<file path="config.mk">
export PLATFORM = sky130hd
export DESIGN_NAME = bresenham_line_rasterizer_unit
export DESIGN_NICKNAME = d
export VERILOG_FILES = /design/src/blr_pkg.sv /design/src/blr_fifo.sv /design/src/blr_front.sv /design/src/blr_back.sv /design/src/bresenham_line_rasterizer_unit.sv
export SDC_FILE = /design/constraint.sdc
export NUM_CORES = 1
export LEC_CHECK = 0
export ABC_AREA = 1
export BUFFER_PORTS_ARGS = -buffer_cell sky130_fd_sc_hd__buf_4
export CAP_MARGIN = 5
export CELL_PAD_IN_SITES_DETAIL_PLACEMENT = 0
export CELL_PAD_IN_SITES_GLOBAL_PLACEMENT = 1
export CORE_MARGIN = 2
export CORE_UTILIZATION = 43
export DETAILED_ROUTE_END_ITERATION = 10
export HOLD_SLACK_MARGIN = 0.08
export PLACE_DENSITY_LB_ADDON = 0.1
export SLEW_MARGIN = 20
export SYNTH_ARGS = -nofsm -noshare
export SYNTH_HDL_FRONTEND = slang
export SYNTH_HIERARCHICAL = 1
export SYNTH_SLANG_ARGS = --single-unit
</file>
<file path="constraint.sdc">
create_clock -name clk -period 4.3 [get_ports clk]
set_input_delay 0.645 -clock clk [delete_from_list [all_inputs] [get_ports clk]]
set_output_delay 0.645 -clock clk [all_outputs]
set_load 0.05 [all_outputs]
</file>
<file path="src/blr_pkg.sv">
// Shared types and constants for the Bresenham line rasterizer.
// No dependencies; used by blr_front, blr_fifo, blr_back and the top level.
package blr_pkg;

  // Input item kind carried on in_tuser
  typedef enum logic {
    OP_START   = 1'b0,
    OP_ADVANCE = 1'b1
  } blr_op_t;

  // Depth of the command queue between front and back
  localparam int QUEUE_DEPTH = 2;

endpackage

</file>
<file path="src/blr_fifo.sv">
// Small register queue that decouples the setup front end from the pixel stepper.
// Depends on blr_pkg for the queue depth.
module blr_fifo #(
  parameter int WIDTH = 8
) (
  input  logic             clk,
  input  logic             rst_n,
  input  logic             push,
  input  logic [WIDTH-1:0] push_data,
  output logic             full,
  input  logic             pop,
  output logic             empty,
  output logic [WIDTH-1:0] head_data
);

  localparam int DEPTH = blr_pkg::QUEUE_DEPTH;
  localparam int PTR_W = (DEPTH > 1) ? $clog2(DEPTH) : 1;
  localparam int CNT_W = $clog2(DEPTH + 1);

  logic [WIDTH-1:0] mem_r [DEPTH];
  logic [PTR_W-1:0] wr_ptr_r, wr_ptr_nxt;
  logic [PTR_W-1:0] rd_ptr_r, rd_ptr_nxt;
  logic [CNT_W-1:0] count_r, count_nxt;

  assign full      = (count_r == CNT_W'(DEPTH));
  assign empty     = (count_r == '0);
  assign head_data = mem_r[rd_ptr_r];

  always_comb begin
    wr_ptr_nxt = wr_ptr_r;
    rd_ptr_nxt = rd_ptr_r;
    count_nxt  = count_r;
    if (push) begin
      wr_ptr_nxt = (wr_ptr_r == PTR_W'(DEPTH - 1)) ? '0 : wr_ptr_r + 1'b1;
    end
    if (pop) begin
      rd_ptr_nxt = (rd_ptr_r == PTR_W'(DEPTH - 1)) ? '0 : rd_ptr_r + 1'b1;
    end
    case ({push, pop})
      2'b10:   count_nxt = count_r + 1'b1;
      2'b01:   count_nxt = count_r - 1'b1;
      default: count_nxt = count_r;
    endcase
  end

  always_ff @(posedge clk) begin
    if (!rst_n) begin
      wr_ptr_r <= '0;
      rd_ptr_r <= '0;
      count_r  <= '0;
    end else begin
      wr_ptr_r <= wr_ptr_nxt;
      rd_ptr_r <= rd_ptr_nxt;
      count_r  <= count_nxt;
    end
  end

  always_ff @(posedge clk) begin
    if (push) begin
      mem_r[wr_ptr_r] <= push_data;
    end
  end

endmodule

</file>
<file path="src/blr_front.sv">
// Front end: classifies input items and does the line setup for start items
// (extents, major axis, endpoint order, minor direction). Uses blr_pkg.
module blr_front #(
  parameter int COORD_BITS = 11
) (
  input  blr_pkg::blr_op_t        op,
  input  logic [COORD_BITS-1:0]   start_x,
  input  logic [COORD_BITS-1:0]   start_y,
  input  logic [COORD_BITS-1:0]   end_x,
  input  logic [COORD_BITS-1:0]   end_y,
  // {minor_up, x_is_major, delta_minor, delta_major, stop_major, first_y, first_x, op}
  output logic [5*COORD_BITS+2:0] entry
);

  localparam int C = COORD_BITS;

  logic [C-1:0] dx, dy;
  logic         x_gt, y_gt, x_lt, y_lt;
  logic         x_major, swap, minor_up;
  logic [C-1:0] first_x, first_y, stop_major, d_major, d_minor;

  always_comb begin
    x_gt = start_x > end_x;
    x_lt = end_x > start_x;
    y_gt = start_y > end_y;
    y_lt = end_y > start_y;
    dx   = x_gt ? (start_x - end_x) : (end_x - start_x);
    dy   = y_gt ? (start_y - end_y) : (end_y - start_y);

    // ties go to x
    x_major = (dx >= dy);
    swap    = x_major ? x_gt : y_gt;

    first_x    = swap ? end_x : start_x;
    first_y    = swap ? end_y : start_y;
    stop_major = x_major ? (swap ? start_x : end_x) : (swap ? start_y : end_y);
    d_major    = x_major ? dx : dy;
    d_minor    = x_major ? dy : dx;
    // minor direction after the endpoints are ordered
    minor_up   = x_major ? (swap ? y_gt : y_lt) : (swap ? x_gt : x_lt);

    entry = {minor_up, x_major, d_minor, d_major, stop_major, first_y, first_x, op};
  end

endmodule

</file>
<file path="src/blr_back.sv">
// Back end: holds the active line and steps one pixel per advance entry
// while a line is active. Drives the registered result beat. Uses blr_pkg.
module blr_back #(
  parameter int COORD_BITS = 11
) (
  input  logic                    clk,
  input  logic                    rst_n,
  input  logic                    q_empty,
  input  logic [5*COORD_BITS+2:0] q_entry,
  output logic                    q_pop,
  output logic                    res_valid,
  input  logic                    res_ready,
  output logic [COORD_BITS-1:0]   res_x,
  output logic [COORD_BITS-1:0]   res_y,
  output logic                    res_pixel_valid,
  output logic                    res_last
);

  localparam int C = COORD_BITS;
  localparam int D = COORD_BITS + 2;

  blr_pkg::blr_op_t e_op;
  logic [C-1:0]     e_x, e_y, e_stop, e_dmaj, e_dmin;
  logic             e_xmaj, e_mup;

  // line state
  logic [C-1:0]        cur_x_r, cur_x_nxt;
  logic [C-1:0]        cur_y_r, cur_y_nxt;
  logic [C-1:0]        stop_r, stop_nxt;
  logic signed [D-1:0] dec_r, dec_nxt;
  logic signed [D-1:0] inc_pos_r, inc_pos_nxt;
  logic signed [D-1:0] inc_neg_r, inc_neg_nxt;
  logic                xmaj_r, xmaj_nxt;
  logic                mup_r, mup_nxt;
  logic                active_r, active_nxt;

  // result register
  logic         out_valid_r, out_valid_nxt;
  logic [C-1:0] out_x_r, out_x_nxt;
  logic [C-1:0] out_y_r, out_y_nxt;
  logic         out_pv_r, out_pv_nxt;
  logic         out_last_r, out_last_nxt;

  logic         step_minor;
  logic [C-1:0] major_inc, minor_step, major_cur, minor_cur;

  assign {e_mup, e_xmaj, e_dmin, e_dmaj, e_stop, e_y, e_x, e_op} = q_entry;

  assign q_pop = !q_empty && (!out_valid_r || res_ready);

  always_comb begin
    cur_x_nxt     = cur_x_r;
    cur_y_nxt     = cur_y_r;
    stop_nxt      = stop_r;
    dec_nxt       = dec_r;
    inc_pos_nxt   = inc_pos_r;
    inc_neg_nxt   = inc_neg_r;
    xmaj_nxt      = xmaj_r;
    mup_nxt       = mup_r;
    active_nxt    = active_r;
    out_valid_nxt = out_valid_r && !res_ready;
    out_x_nxt     = out_x_r;
    out_y_nxt     = out_y_r;
    out_pv_nxt    = out_pv_r;
    out_last_nxt  = out_last_r;

    step_minor = !dec_r[D-1];
    major_cur  = xmaj_r ? cur_x_r : cur_y_r;
    minor_cur  = xmaj_r ? cur_y_r : cur_x_r;
    major_inc  = major_cur + 1'b1;
    minor_step = !step_minor ? minor_cur : (mup_r ? minor_cur + 1'b1 : minor_cur - 1'b1);

    if (q_pop) begin
      out_valid_nxt = 1'b1;
      if (e_op == blr_pkg::OP_START) begin
        cur_x_nxt    = e_x;
        cur_y_nxt    = e_y;
        stop_nxt     = e_stop;
        xmaj_nxt     = e_xmaj;
        mup_nxt      = e_mup;
        inc_pos_nxt  = {1'b0, e_dmin, 1'b0};
        inc_neg_nxt  = {1'b0, e_dmin, 1'b0} - {1'b0, e_dmaj, 1'b0};
        dec_nxt      = {1'b0, e_dmin, 1'b0} - {2'b00, e_dmaj};
        active_nxt   = (e_dmaj != '0);
        out_x_nxt    = e_x;
        out_y_nxt    = e_y;
        out_pv_nxt   = 1'b1;
        out_last_nxt = (e_dmaj == '0);
      end else if (!active_r) begin
        out_x_nxt    = '0;
        out_y_nxt    = '0;
        out_pv_nxt   = 1'b0;
        out_last_nxt = 1'b0;
      end else begin
        dec_nxt    = dec_r + (step_minor ? inc_neg_r : inc_pos_r);
        cur_x_nxt  = xmaj_r ? major_inc : minor_step;
        cur_y_nxt  = xmaj_r ? minor_step : major_inc;
        active_nxt = (major_inc != stop_r);
        out_x_nxt    = cur_x_nxt;
        out_y_nxt    = cur_y_nxt;
        out_pv_nxt   = 1'b1;
        out_last_nxt = (major_inc == stop_r);
      end
    end
  end

  always_ff @(posedge clk) begin
    if (!rst_n) begin
      active_r    <= 1'b0;
      xmaj_r      <= 1'b1;
      out_valid_r <= 1'b0;
    end else begin
      active_r    <= active_nxt;
      xmaj_r      <= xmaj_nxt;
      out_valid_r <= out_valid_nxt;
    end
  end

  always_ff @(posedge clk) begin
    cur_x_r    <= cur_x_nxt;
    cur_y_r    <= cur_y_nxt;
    stop_r     <= stop_nxt;
    dec_r      <= dec_nxt;
    inc_pos_r  <= inc_pos_nxt;
    inc_neg_r  <= inc_neg_nxt;
    mup_r      <= mup_nxt;
    out_x_r    <= out_x_nxt;
    out_y_r    <= out_y_nxt;
    out_pv_r   <= out_pv_nxt;
    out_last_r <= out_last_nxt;
  end

  assign res_valid       = out_valid_r;
  assign res_x           = out_x_r;
  assign res_y           = out_y_r;
  assign res_pixel_valid = out_pv_r;
  assign res_last        = out_last_r;

endmodule

</file>
<file path="src/bresenham_line_rasterizer_unit.sv">
// Bresenham line rasterizer, top level. An accepted input beat is set up into the queue,
// then stepped from the queue into the result register to form its result beat.
// Throughput: one beat per cycle, start or advance, unless out_tready holds back a result
// beat; the back end steps one pixel per cycle with one add and compare on the error term.
// Reset (rst_n low, synchronous): queue empty, no line active, no result pending.
// Depends on blr_pkg, blr_front, blr_fifo and blr_back.
module bresenham_line_rasterizer_unit #(
  parameter int COORD_BITS = 11
) (
  input  logic clk,
  input  logic rst_n,

  input  logic in_tvalid,
  output logic in_tready,
  // start_x, start_y, end_x, end_y from bit 0 up, zero padded to whole bytes
  input  logic [((4*COORD_BITS+7)/8)*8-1:0] in_tdata,
  // operation (0 start, 1 advance)
  input  logic in_tuser,

  output logic out_tvalid,
  input  logic out_tready,
  // pixel_x, pixel_y from bit 0 up, zero padded to whole bytes
  output logic [((2*COORD_BITS+7)/8)*8-1:0] out_tdata,
  // pixel_valid
  output logic out_tuser,
  // last_pixel
  output logic out_tlast
);

  localparam int C       = COORD_BITS;
  localparam int ENTRY_W = 5*COORD_BITS + 3;
  localparam int OUT_W   = ((2*COORD_BITS+7)/8)*8;

  logic [ENTRY_W-1:0] front_entry;
  logic [ENTRY_W-1:0] head_entry;
  logic               q_full, q_empty, q_pop, push;
  logic [C-1:0]       res_x, res_y;

  // accept whenever the queue has room; the back end drains it independently
  assign in_tready = !q_full;
  assign push      = in_tvalid && in_tready;

  blr_front #(.COORD_BITS(COORD_BITS)) u_front (
    .op      (blr_pkg::blr_op_t'(in_tuser)),
    .start_x (in_tdata[C-1:0]),
    .start_y (in_tdata[2*C-1:C]),
    .end_x   (in_tdata[3*C-1:2*C]),
    .end_y   (in_tdata[4*C-1:3*C]),
    .entry   (front_entry)
  );

  blr_fifo #(.WIDTH(ENTRY_W)) u_queue (
    .clk       (clk),
    .rst_n     (rst_n),
    .push      (push),
    .push_data (front_entry),
    .full      (q_full),
    .pop       (q_pop),
    .empty     (q_empty),
    .head_data (head_entry)
  );

  // step the line and hold each result beat until the sink takes it
  blr_back #(.COORD_BITS(COORD_BITS)) u_back (
    .clk             (clk),
    .rst_n           (rst_n),
    .q_empty         (q_empty),
    .q_entry         (head_entry),
    .q_pop           (q_pop),
    .res_valid       (out_tvalid),
    .res_ready       (out_tready),
    .res_x           (res_x),
    .res_y           (res_y),
    .res_pixel_valid (out_tuser),
    .res_last        (out_tlast)
  );

  assign out_tdata = OUT_W'({res_y, res_x});

endmodule
</file>
; ---- Word level (Yosys, flattened, before mapping)
; Memories as Yosys holds them, arrays and structs flattened. A register that Yosys moved wholly into a read port is not among the register bits.
; Index checks and enable logic that the tools add are counted.
[word_totals]
ff_bits = 102
mem_bits_rw = 116
output_inout_bits = 28
n_memories = 1
[mem_list]
columns = name, depth, word_bits, rd, rd_ports_with_merged_regs, write_ports, line
row1 = u_queue.mem_r, 2, 58, 1, 1, 1, blr_fifo.sv:20  ; logic [WIDTH-1:0] mem_r [DEPTH];
[classes]
n_addsub = 14
magnitude_cmp = 5
eq_ne = 6
muxes = 43
n_bitwise = 1
reduce_logical = 14
[ops]
columns = operator, count
row1 = $mux W11, 23
row2 = $gt A11 B11 Y1, 4
row3 = $sub A11 B11 Y11, 4
row4 = $mux W13, 3
row5 = $add A11 B1 Y11 const B, 2
row6 = $mux W1, 16
row7 = $add A13 B13 Y13, 1
row8 = $sub A12 B11 Y13, 1
row9 = $sub A12 B12 Y13, 1
row10 = $eq A11 B11 Y1, 1
row11 = $ge A11 B11 Y1, 1
row12 = $logic_not A11 Y1, 1
row13 = $ne A11 B11 Y1, 1
row14 = $reduce_bool A11 Y1, 1
row15 = $sub A11 B1 Y11 const B, 1
row16 = $eq A2 B2 Y1 const B, 2
row17 = $logic_not A1 Y1, 4
row18 = $pmux W2 S2, 1
row19 = $reduce_and A2 Y1, 2
row20 = $logic_and A1 B1 Y1, 3
row21 = $add A1 B1 Y1 const B, 2
row22 = $add A2 B1 Y2 const B, 1
row23 = $eq A2 B1 Y1 const B, 1
row24 = $logic_not A2 Y1, 1
row25 = 5 further kinds, 5

; ---- Logic depth before layout (Yosys ltp)
; Gate-level depths: netlist (run 1).
[logic_depth]
word_depth = 7
depth_mapped = 28

; ---- Cells and area by module
; Netlist (run 1), hierarchy kept.
[modules_own_cells]
columns = module, instances, cells_per_inst, area_each_um2, seq_area_each_um2
row1 = blr_back, 1, 813, 6616.3, 2852.7
row2 = blr_fifo, 1, 215, 4486.8, 3583.4
row3 = blr_front, 1, 804, 4315.4, 0.0
row4 = bresenham_line_rasterizer_unit, 1, 6, 32.5, 0.0

; ---- Least setup slack after synthesis (run 1)
; No wires, ideal clock.
[synth_timing]
kind = input -> register
start = input port out_tready
end = register u_back.inc_neg_r[10] (enable)
setup_time_ns = 0.430
t_arrival_ns = 3.882
t_required_ns = 3.870
slack_ns = -0.013
path_stages = 4
cell_sequence = inv_1 > a21oi_1 > inv_1 > nor2_1
[synth_between]
elab_chain_cells = 3
[synth_rtl]
columns = element, line
row1 = "start, declared", bresenham_line_rasterizer_unit.sv:21  ; input logic out_tready,
row2 = $logic_or A1 B1 Y1, blr_back.sv:49  ; assign q_pop = !q_empty && (!out_valid_r || res_ready);
row3 = $logic_and A1 B1 Y1, blr_back.sv:49
row4 = via q_pop, bresenham_line_rasterizer_unit.sv:36  ; logic q_full, q_empty, q_pop, push;
row5 = $reduce_and A2 Y1 (no line), -
row6 = "end signal, assigned", blr_back.sv:125  ; inc_neg_r <= inc_neg_nxt;
row7 = "end, declared", blr_back.sv:32  ; logic signed [D-1:0] inc_neg_r, inc_neg_nxt;
; The timed path passes the listed nets, and every way through them passes these cells.
; A chain may end at the register's enable or synchronous reset.

; ---- Worst setup path after layout (run 1)
[layout_timing]
start = input port in_tdata[17]
end = memory u_queue/mem_r[0][22] in the netlist's numbering (data pin)
[layout_between]
elab_chain_cells = 5
word_cells_on_any_way = 7
classes_between = add/sub (2) / order compare (2) / mux (3)
[layout_rtl]
columns = element, line
row1 = "start, declared", bresenham_line_rasterizer_unit.sv:16  ; input logic [((4*COORD_BITS+7)/8)*8-1:0] in_tdata,
row2 = $sub A11 B11 Y11 or $gt A11 B11 Y1 (tied branches), "blr_front.sv:28, blr_front.sv:25"
row3 = $mux W11 *, blr_front.sv:28  ; dy = y_gt ? (start_y - end_y) : (end_y - start_y);
row4 = $ge A11 B11 Y1 *, blr_front.sv:31  ; x_major = (dx >= dy);
row5 = via front_entry[56], bresenham_line_rasterizer_unit.sv:34  ; logic [ENTRY_W-1:0] front_entry;
row6 = $mux W1 *, blr_front.sv:32  ; swap = x_major ? x_gt : y_gt;
row7 = $mux W11 *, blr_front.sv:35  ; first_y = swap ? end_y : start_y;
row8 = via front_entry[22], bresenham_line_rasterizer_unit.sv:34
row9 = "end, declared", blr_fifo.sv:20
; Mark *: on every way through the listed nets, which the timed path passes. The rest lies on a longest branch.

==> summary.md, run 1 <==
| Metric | Value |
|---|---|
| Area leader, netlist | edfxtp_1 |
| Fin. max-slew vios | 0 |
| Vias per cell | 5.04 |
| Worst hold path cell count | 1 |
| Post-synth EDFFs | 209 |
| Std cell rows | 69 |
| Slew of the pin with the lowest slew margin | 1.06 ns |
| Total GRT Usage | 21.1% |
| Static Leak | 8.07 nW |
| Fill count | 3371 |
| Final setup vio count | 0 |
| Average wire per standard cell | 16.4 µm |
| Count of cell types in the netlist | 49 |
| Clock Power Share | 13.2% |
| Worst r2r dst | u_back/res_x[8]$_DFFE_PP_ |
| Clk Latency, worst-skew pair | 0.50 ns |
| Placed Cells | 2361 |
| Initial antenna violation count | 0 |
| Main synth FF type | edfxtp_1 |
| Commonest non-fill, non-tap cells in the layout | 578 x nand2_1, 220 x inv_1, 209 x edfxtp_1 |
| Root buffer cell | clkbuf_16 |
| PD cells | 814 nW/µm² |
| R2r worst-path depth | 15 |
| Worst slew margin relative to its limit | 28.9% |
| First-pass GRT wire length | 63300 µm |
| Hold Crit Class | input port to flip-flop |
| Switching power of the nets | 0.00643 W |
| CTS clk-pin slew, worst paths | 0.06 ns |
| Hold_sp | in_tuser |
| WS Path Type | input port to flip-flop |
| Reg-to-Reg Start | u_back/xmaj_r$_SDFFE_PN1P_ |
| CTS tree | done |
| Most common cell after layout, fill and taps aside | nand2_1 |
| Max_cap viols | 0 |
| Clock tree sinks | 217 |
| Largest net degree at the start of global routing | 59 |
| I/O Pins | 81 |
| RSZ-0062 raised after global routing | false |
| Final Hold Slack | 0.338 ns |
| Minimum clock period | 3.86 ns |
| Share of post-route cells with drive strength above 1 | 16.5% |
| Gr ovfl total | 0 |
| FF-to-FF setup slack | 1.06 ns |
| Vias in the first global route | 11900 |
| Area delta synth->final | 12.1% |
| Flop pwr share | 28.4% |
| CTS hold repair buffers | 0 |
| Worst VDD drop | 649 µV |
| Starting DRC count in detailed routing | 670 |
| Total power | 0.0141 W |
| # resized after CTS | 0 |
| Die area | 37500 µm² |
| Post-DP HPWL | 31100 µm |
| Status | finished clean |
| Crit path required time | 4.52 ns |
| Max Freq | 259 MHz |
| Post-synth ARST share | 0% |
| Number of port buffers | 74 |
| Area of the core | 35500 µm² |
| Data arrival, critical path | 4.08 ns |
| Crit path launch type | input port |
| Non-Filler Instances | 2399 |
| Clock skew | 0.0114 ns |
| Mapped Cells | 1838 |
| Sequential area share after synthesis | 41.7% |
| Starting Density | 43.5% |
| Switching share of total power | 45.6% |
| Share of the synthesized area in the top cell type | 40.6% |
| Avg Cell Area, Syn | 8.41 µm² |
| Htree depth | 1 |
| Endpoint, Worst Hold | u_queue/mem_r[0][0]$_DFFE_PP_ |
| Die height | 194 µm |
| Syn Std Cell Area | 15500 µm² |
| Final Hold Vio Count | 0 |
| Crit. End Element | flip-flop |
| # diodes | 0 |
| Proportion of power drawn by combinational gates | 58.4% |
| Final #Nets | 2084 |
| CTS Buf Count | 22 |
| Post CTS Setup Buffer Count | 0 |
| Routability Congestion | 0.904 |
| Routed Antenna Nets | 0 |
| Synth warn | 6 |
| Detailed Route WL | 39300 µm |
| Longest Clk Path Bufs | 3 |
| Die width | 194 µm |
| Via count | 12100 |
| Int Pwr | 0.00767 W |
| Maximum fanout along the worst path | 44 |
| Drt drc | 0 |
| DR pass1 iterations | 5 |
| Crit share post-route | 89.8% |
| #FFs+latches synth | 217 |
| Synth top area cells | edfxtp_1 41%, nand2_1 14%, ha_1 8.0% |
[critical path, stage by stage]
cell,delay (ns)
buf_4,0.09
inv_1,0.05
ha_1,0.42
nand2_2,0.13
nor2_4,0.15
inv_2,0.06
nor2_4,0.08
nand2_1,0.06
nand3_2,0.10
nand2_4,0.06
inv_2,0.18
nand2_1,0.09
nand2_2,0.18
inv_1,0.06
ha_1,0.29
nand2_1,0.10
inv_1,0.05
nand2_1,0.06
nand2_1,0.08
nor2_1,0.11
nand3_1,0.22
nand2_4,0.25
nand2_8,0.25
nand2_1,0.17
o21ai_2,0.11
[cell families after synthesis]
kind of cell	after synthesis	share of synthesized area, %
AOI/OAI and AO/OA	229	8.43
xor gates and xnor gates	44	2.49
adders and majority gates	107	9.05
buffers and inverters	291	8.28
DFF	217	41.7
muxes	60	4.85
other	1	0.0243
and+or+nand+nor	889	25.2
[power groups by stage]
stage               logic (W)  clock network (W)  registers [W]
floorplan             0.00583                  0        0.00437
global placement      0.00815                  0        0.00402
detailed placement    0.00825                  0        0.00405
CTS                   0.00829            0.00192        0.00401
global route          0.00935            0.00200        0.00408
finish                0.00824            0.00186        0.00400
[cell type report]
| class | instances | area [µm²] | share of cell area [%] |
|---|---|---|---|
| sequential | 217 | 6440 | 37.2 |
| inverter | 229 | 860 | 4.96 |
| clock buffer | 25 | 583 | 3.37 |
| timing repair buffer | 123 | 973 | 5.62 |
| tap | 461 | 577 | 3.33 |
| clock inverter | 13 | 123 | 0.708 |
| multi-input combinational | 1331 | 7770 | 44.9 |
[worst max-delay path by stage]
stage,endpoint,slack [ns],start,cells after the start
floorplan,u_back/cur_x_r[0]$_DFFE_PP_,0.04,out_tready,4
global placement,u_queue/mem_r[1][22]$_DFFE_PP_,-0.07,in_tdata[17],25
detailed placement,u_queue/mem_r[0][22]$_DFFE_PP_,-0.07,in_tdata[17],25
CTS,u_queue/mem_r[0][22]$_DFFE_PP_,0.43,in_tdata[17],25
global route,u_queue/mem_r[0][18]$_DFFE_PP_,0.15,in_tdata[6],22
finish,u_queue/mem_r[0][22]$_DFFE_PP_,0.44,in_tdata[17],25
[synthesized netlist by cell type (3+ instances only)]
cell type,instances
nand4_1,24
o21ai_0,51
o21ai_2,23
xnor2_1,17
nand2_2,34
fa_1,8
o211ai_1,6
nand2_1,578
inv_1,221
buf_4,16
xor2_1,27
a21oi_1,112
a21o_1,3
o21ai_1,12
a31oi_1,5
mux2_4,20
nand3_2,5
nand3b_1,5
o21bai_1,8
nand2_4,6
nor2_4,5
or2_2,6
dfxtp_1,8
nor2_2,10
edfxtp_1,209
nor2_1,63
nand3_1,135
buf_6,15
clkbuf_1,17
a21boi_0,3
mux2_2,39
and2_1,3
inv_2,7
nor3_1,8
buf_2,12
ha_1,99
o21a_1,3
[registers in the layout, indices dropped and copies added, names as in the netlist, named ones only]
| register | cells |
|---|---|
| u_back/cur_y_r | 11 |
| u_back/mup_r | 1 |
| u_back/xmaj_r | 1 |
| u_back/cur_x_r | 11 |
| u_back/inc_pos_r | 11 |
| u_queue/rd_ptr_r | 1 |
| u_back/res_pixel_valid | 1 |
| u_back/res_x | 11 |
| u_queue/mem_r | 116 |
| u_back/res_valid | 1 |
| u_back/dec_r | 12 |
| u_back/res_y | 11 |
| u_back/res_last | 1 |
| u_back/inc_neg_r | 12 |
| u_back/stop_r | 11 |
| u_queue/count_r | 2 |
| u_back/active_r | 1 |
| u_queue/wr_ptr_r | 1 |
[per-stage QoR]
stage / setup WS, ns / utilization, % / cell area, µm² / TNS [ns]
3_5_place_dp: -0.0719 / 46.8 / 16600 / -1.72
3_3_place_gp: -0.0730 / 46.8 / 16600 / -1.50
2_1_floorplan: 0.0422 / - / 15500 / 0
5_1_grt: 0.151 / 48.8 / 17300 / 0
6_report: 0.437 / 48.8 / 17300 / 0
4_1_cts: 0.433 / 48.8 / 17300 / 0
[per-layer routing]
| metal | vias to the layer above | share of wire [%] | global-route usage, % |
|---|---|---|---|
| li1 | 6257 | - | - |
| met1 | 5589 | 48 | 29.2 |
| met2 | 200 | 47 | 35.7 |
| met3 | 45 | 2.9 | 1.53 |
| met4 | 0 | 2.5 | 5.54 |
| met5 | - | 0 | 0 |
Note: power is estimated with default switching activity, not from simulation.
==> inputs of run 2 (changes only) <==
--- a/config.mk
+++ b/config.mk
@@ -15,8 +15,8 @@
 export DETAILED_ROUTE_END_ITERATION = 10
 export HOLD_SLACK_MARGIN = 0.08
 export PLACE_DENSITY_LB_ADDON = 0.1
+export RECOVER_POWER = 50
 export SLEW_MARGIN = 20
 export SYNTH_ARGS = -nofsm -noshare
 export SYNTH_HDL_FRONTEND = slang
-export SYNTH_HIERARCHICAL = 1
 export SYNTH_SLANG_ARGS = --single-unit
==> run 2 against run 1 <==
- the flow now finishes with violations (capacitance limit, slew limit)
- worst hold slack better by 0.016 ns
- via count down 2.7%
- sequential power up 1%
- fmax down 0.73%
- final cell count down 1.2%
- non-clock buffer count up 77
- wire length down 1.0%
- synthesized cell count down 4.8%
- sequential share of layout area up 1.1 points
- register-to-register slack worse by 0.44 ns
- clock power up 4%
- power up 1.7%
==> summary.md, run 2 <==
| Metric | Value |
|---|---|
| Status | finished, violations left |
| Post-layout util | 50.6% |
| Most common cell after layout, fill and taps aside | nand2_1 |
| Routed Antenna Nets | 0 |
| Clock tree sinks | 217 |
| #FFs+latches synth | 217 |
| I/O Pins | 81 |
| R2r worst-path depth | 12 |
| Drt drc | 0 |
| Detailed Route WL | 38900 µm |
| Critical path endpoint | u_queue.mem_r[1][3]$_DFFE_PP_ |
| Main synth FF type | edfxtp_1 |
| Average wire per standard cell | 16.4 µm |
| CTS clk-pin slew, worst paths | 0.06 ns |
| Data arrival, critical path | 4.14 ns |
| Slew of the pin with the lowest slew margin | 1.64 ns |
| Longest Clk Path Bufs | 3 |
| Crit path launch | in_tdata[2] |
| Largest net degree at the start of global routing | 60 |
| Static Leak | 7.57 nW |
| Worst setup margin | 0.408 ns |
| Crit share post-route | 90.5% |
| Crit. End Element | flip-flop |
| Clock skew | 0.0103 ns |
| Post-synth EDFFs | 209 |
| Most common cell in the netlist | nand2_1 |
| CTS hold repair buffers | 0 |
| Max reg flops | 116 |
| Max Freq | 257 MHz |
| Gr ovfl total | 0 |
| Sequential Area | 6440 µm² |
| Mapped Cells | 1749 |
| CP max-delay cell | ha_1 |
| Final setup vio count | 0 |
| Hold Crit Class | input port to flip-flop |
| Area delta synth->final | 16.6% |
| Routability Congestion | 0.946 |
| Root buffer cell | clkbuf_16 |
| Non-Filler Instances | 2370 |
| Initial antenna violation count | 0 |
| Die height | 187 µm |
| Avg Cell Area, Syn | 8.25 µm² |
| Via count | 11800 |
| Clk Latency, worst-skew pair | 0.51 ns |
| Sequential area share after synthesis | 44.6% |
| Die area | 35000 µm² |
| Post-synth ARST share | 0% |
| Vias per cell | 4.96 |
| Total power | 0.0143 W |
| Final Hold Vio Count | 0 |
| Total Neg Setup Slack | 0 ns |
| First-pass GRT wire length | 61800 µm |
| Std cell rows | 67 |
| Synth warn | 0 |
| Share of the synthesized area in the top cell type | 43.5% |
| Multi-input combinational cell area | 7040 µm² |
| Top flop regs | u_queue.mem_r: 116 flops, u_back.dec_r: 12 flops, u_back.inc_neg_r: 12 flops |
| RSZ-0062 raised after global routing | false |
| Worst VDD drop | 284 µV |
| Worst r2r dst | u_back.dec_r[10]$_DFFE_PP_ |
| Post-DP HPWL | 31000 µm |
| Synth top area cells | edfxtp_1 43%, nand2_1 15%, ha_1 8.5% |
| # diodes | 0 |
| Area of the core | 33300 µm² |
| Total GRT Usage | 22.3% |
| Failing checks | capacitance limit, slew limit |
| Dpl ws | -0.103 ns |
| FF-to-FF setup slack | 0.62 ns |
| Syn Std Cell Area | 14400 µm² |
| Number of port buffers | 74 |
| PD cells | 852 nW/µm² |
| Fill count | 3267 |
| Crit path launch type | input port |
| Maximum fanout along the worst path | 8 |
| Worst slew margin relative to its limit | -9.37% |
| Most flop-heavy register | u_queue.mem_r |
| CP most frequent cell | o21ai_0 |
| Crit-path cells | buf_4 -> inv_1 -> ha_1 -> nand4_1 -> nor3_2 -> nand4_2 -> nand2_2 -> buf_12 -> nand2_1 -> o21ai_0 -> inv_1 -> ha_1 -> a21oi_1 -> o21ai_0 -> nand3_1 -> nand3_1 -> nor2_4 -> inv_2 -> nand2_1 -> nand2_2 -> buf_4 -> o21ai_0 |
| Area leader, netlist | edfxtp_1 |
| DR pass1 iterations | 5 |
| # resized after CTS | 0 |
| Placed Cells | 2330 |
| Vias in the first global route | 11400 |
| Count of cell types in the netlist | 50 |
| CTS Buf Count | 22 |
| Share of post-route cells with drive strength above 1 | 12.7% |
| Final #Nets | 2066 |
| Fin. max-slew vios | 162 |
| Synth cell count leaders | 583 x nand2_1, 209 x edfxtp_1, 158 x inv_1, 122 x o21ai_0, 111 x a21oi_1 |
| Minimum clock period | 3.89 ns |
| Htree depth | 1 |
| Starting DRC count in detailed routing | 649 |
| Crit path required time | 4.55 ns |
| WS Path Type | input port to flip-flop |
| Die width | 187 µm |
| Max_cap viols | 5 |
| Post CTS Setup Buffer Count | 0 |
| Worst path max stage delay | 0.46 ns |
| Starting Density | 43.4% |
| Commonest non-fill, non-tap cells in the layout | 583 x nand2_1, 209 x edfxtp_1, 159 x buf_4 |
| CTS tree | done |
==> run 2: area by class of cell <==
class / instances / share of cell area, %
multi-input cells: 1300 / 41.8
flip-flops and latches: 217 / 38.2
repair buffers: 200 / 8.52
inverters: 166 / 3.70
clock buffers: 24 / 3.44
well taps: 448 / 3.33
clock inverters: 15 / 0.966
==> run 2: worst max-delay path, delay by kind of cell <==
family                     cells  cell delay (ns)
and+or+nand+nor               10             1.42
adders and majority gates      2             0.79
AOI/OAI and AO/OA              4             0.69
buffers and inverters          6             0.58
==> run 2: layer usage <==
metal / track usage (%) / part of all wire [%]
met5: 0 / 0
met4: 3.69 / 1.3
met3: 1.67 / 3.1
met2: 38.4 / 48
met1: 31.3 / 48
==> run 2: logic make-up after synthesis <==
group | after synthesis | synth area share, %
buffers and inverters | 233 | 6.79
AND/OR/NAND/NOR | 821 | 23.5
multiplexers | 10 | 0.694
AO/OA/AOI/OAI | 304 | 11.4
other | 1 | 0.0260
adder cells (fa/ha/maj) | 106 | 9.60
flip-flops | 217 | 44.6
XOR/XNOR | 57 | 3.46
==> run 2: metrics by stage <==
stage                     instance area [µm²]  hold slack [ns]
after detailed placement                16200            0.445
after global routing                    16800            0.336
after global placement                  16200            0.436
after CTS                               17000            0.313
final                                   16800            0.354
after floorplan                         14400            0.425
==> run 2: how the worst min path moves through the flow <==
stage	start	to	depth (start not counted)
3_3_place_gp	u_queue.rd_ptr_r$_SDFFE_PN0P_	u_queue.rd_ptr_r$_SDFFE_PN0P_	1
6_report	in_tuser	u_queue.mem_r[1][0]$_DFFE_PP_	1
4_1_cts	in_tuser	u_queue.mem_r[0][0]$_DFFE_PP_	1
5_1_grt	in_tuser	u_queue.mem_r[0][0]$_DFFE_PP_	1
3_5_place_dp	u_queue.rd_ptr_r$_SDFFE_PN0P_	u_queue.rd_ptr_r$_SDFFE_PN0P_	1
2_1_floorplan	u_queue.rd_ptr_r$_SDFFE_PN0P_	flip-flop	1
==> run 2: power breakdown <==
group	switching [W]	total [W]	internal (W)
logic	0.00565	0.00835	0.00270
clock network	0.000790	0.00194	0.00116
registers	0.000256	0.00405	0.00380
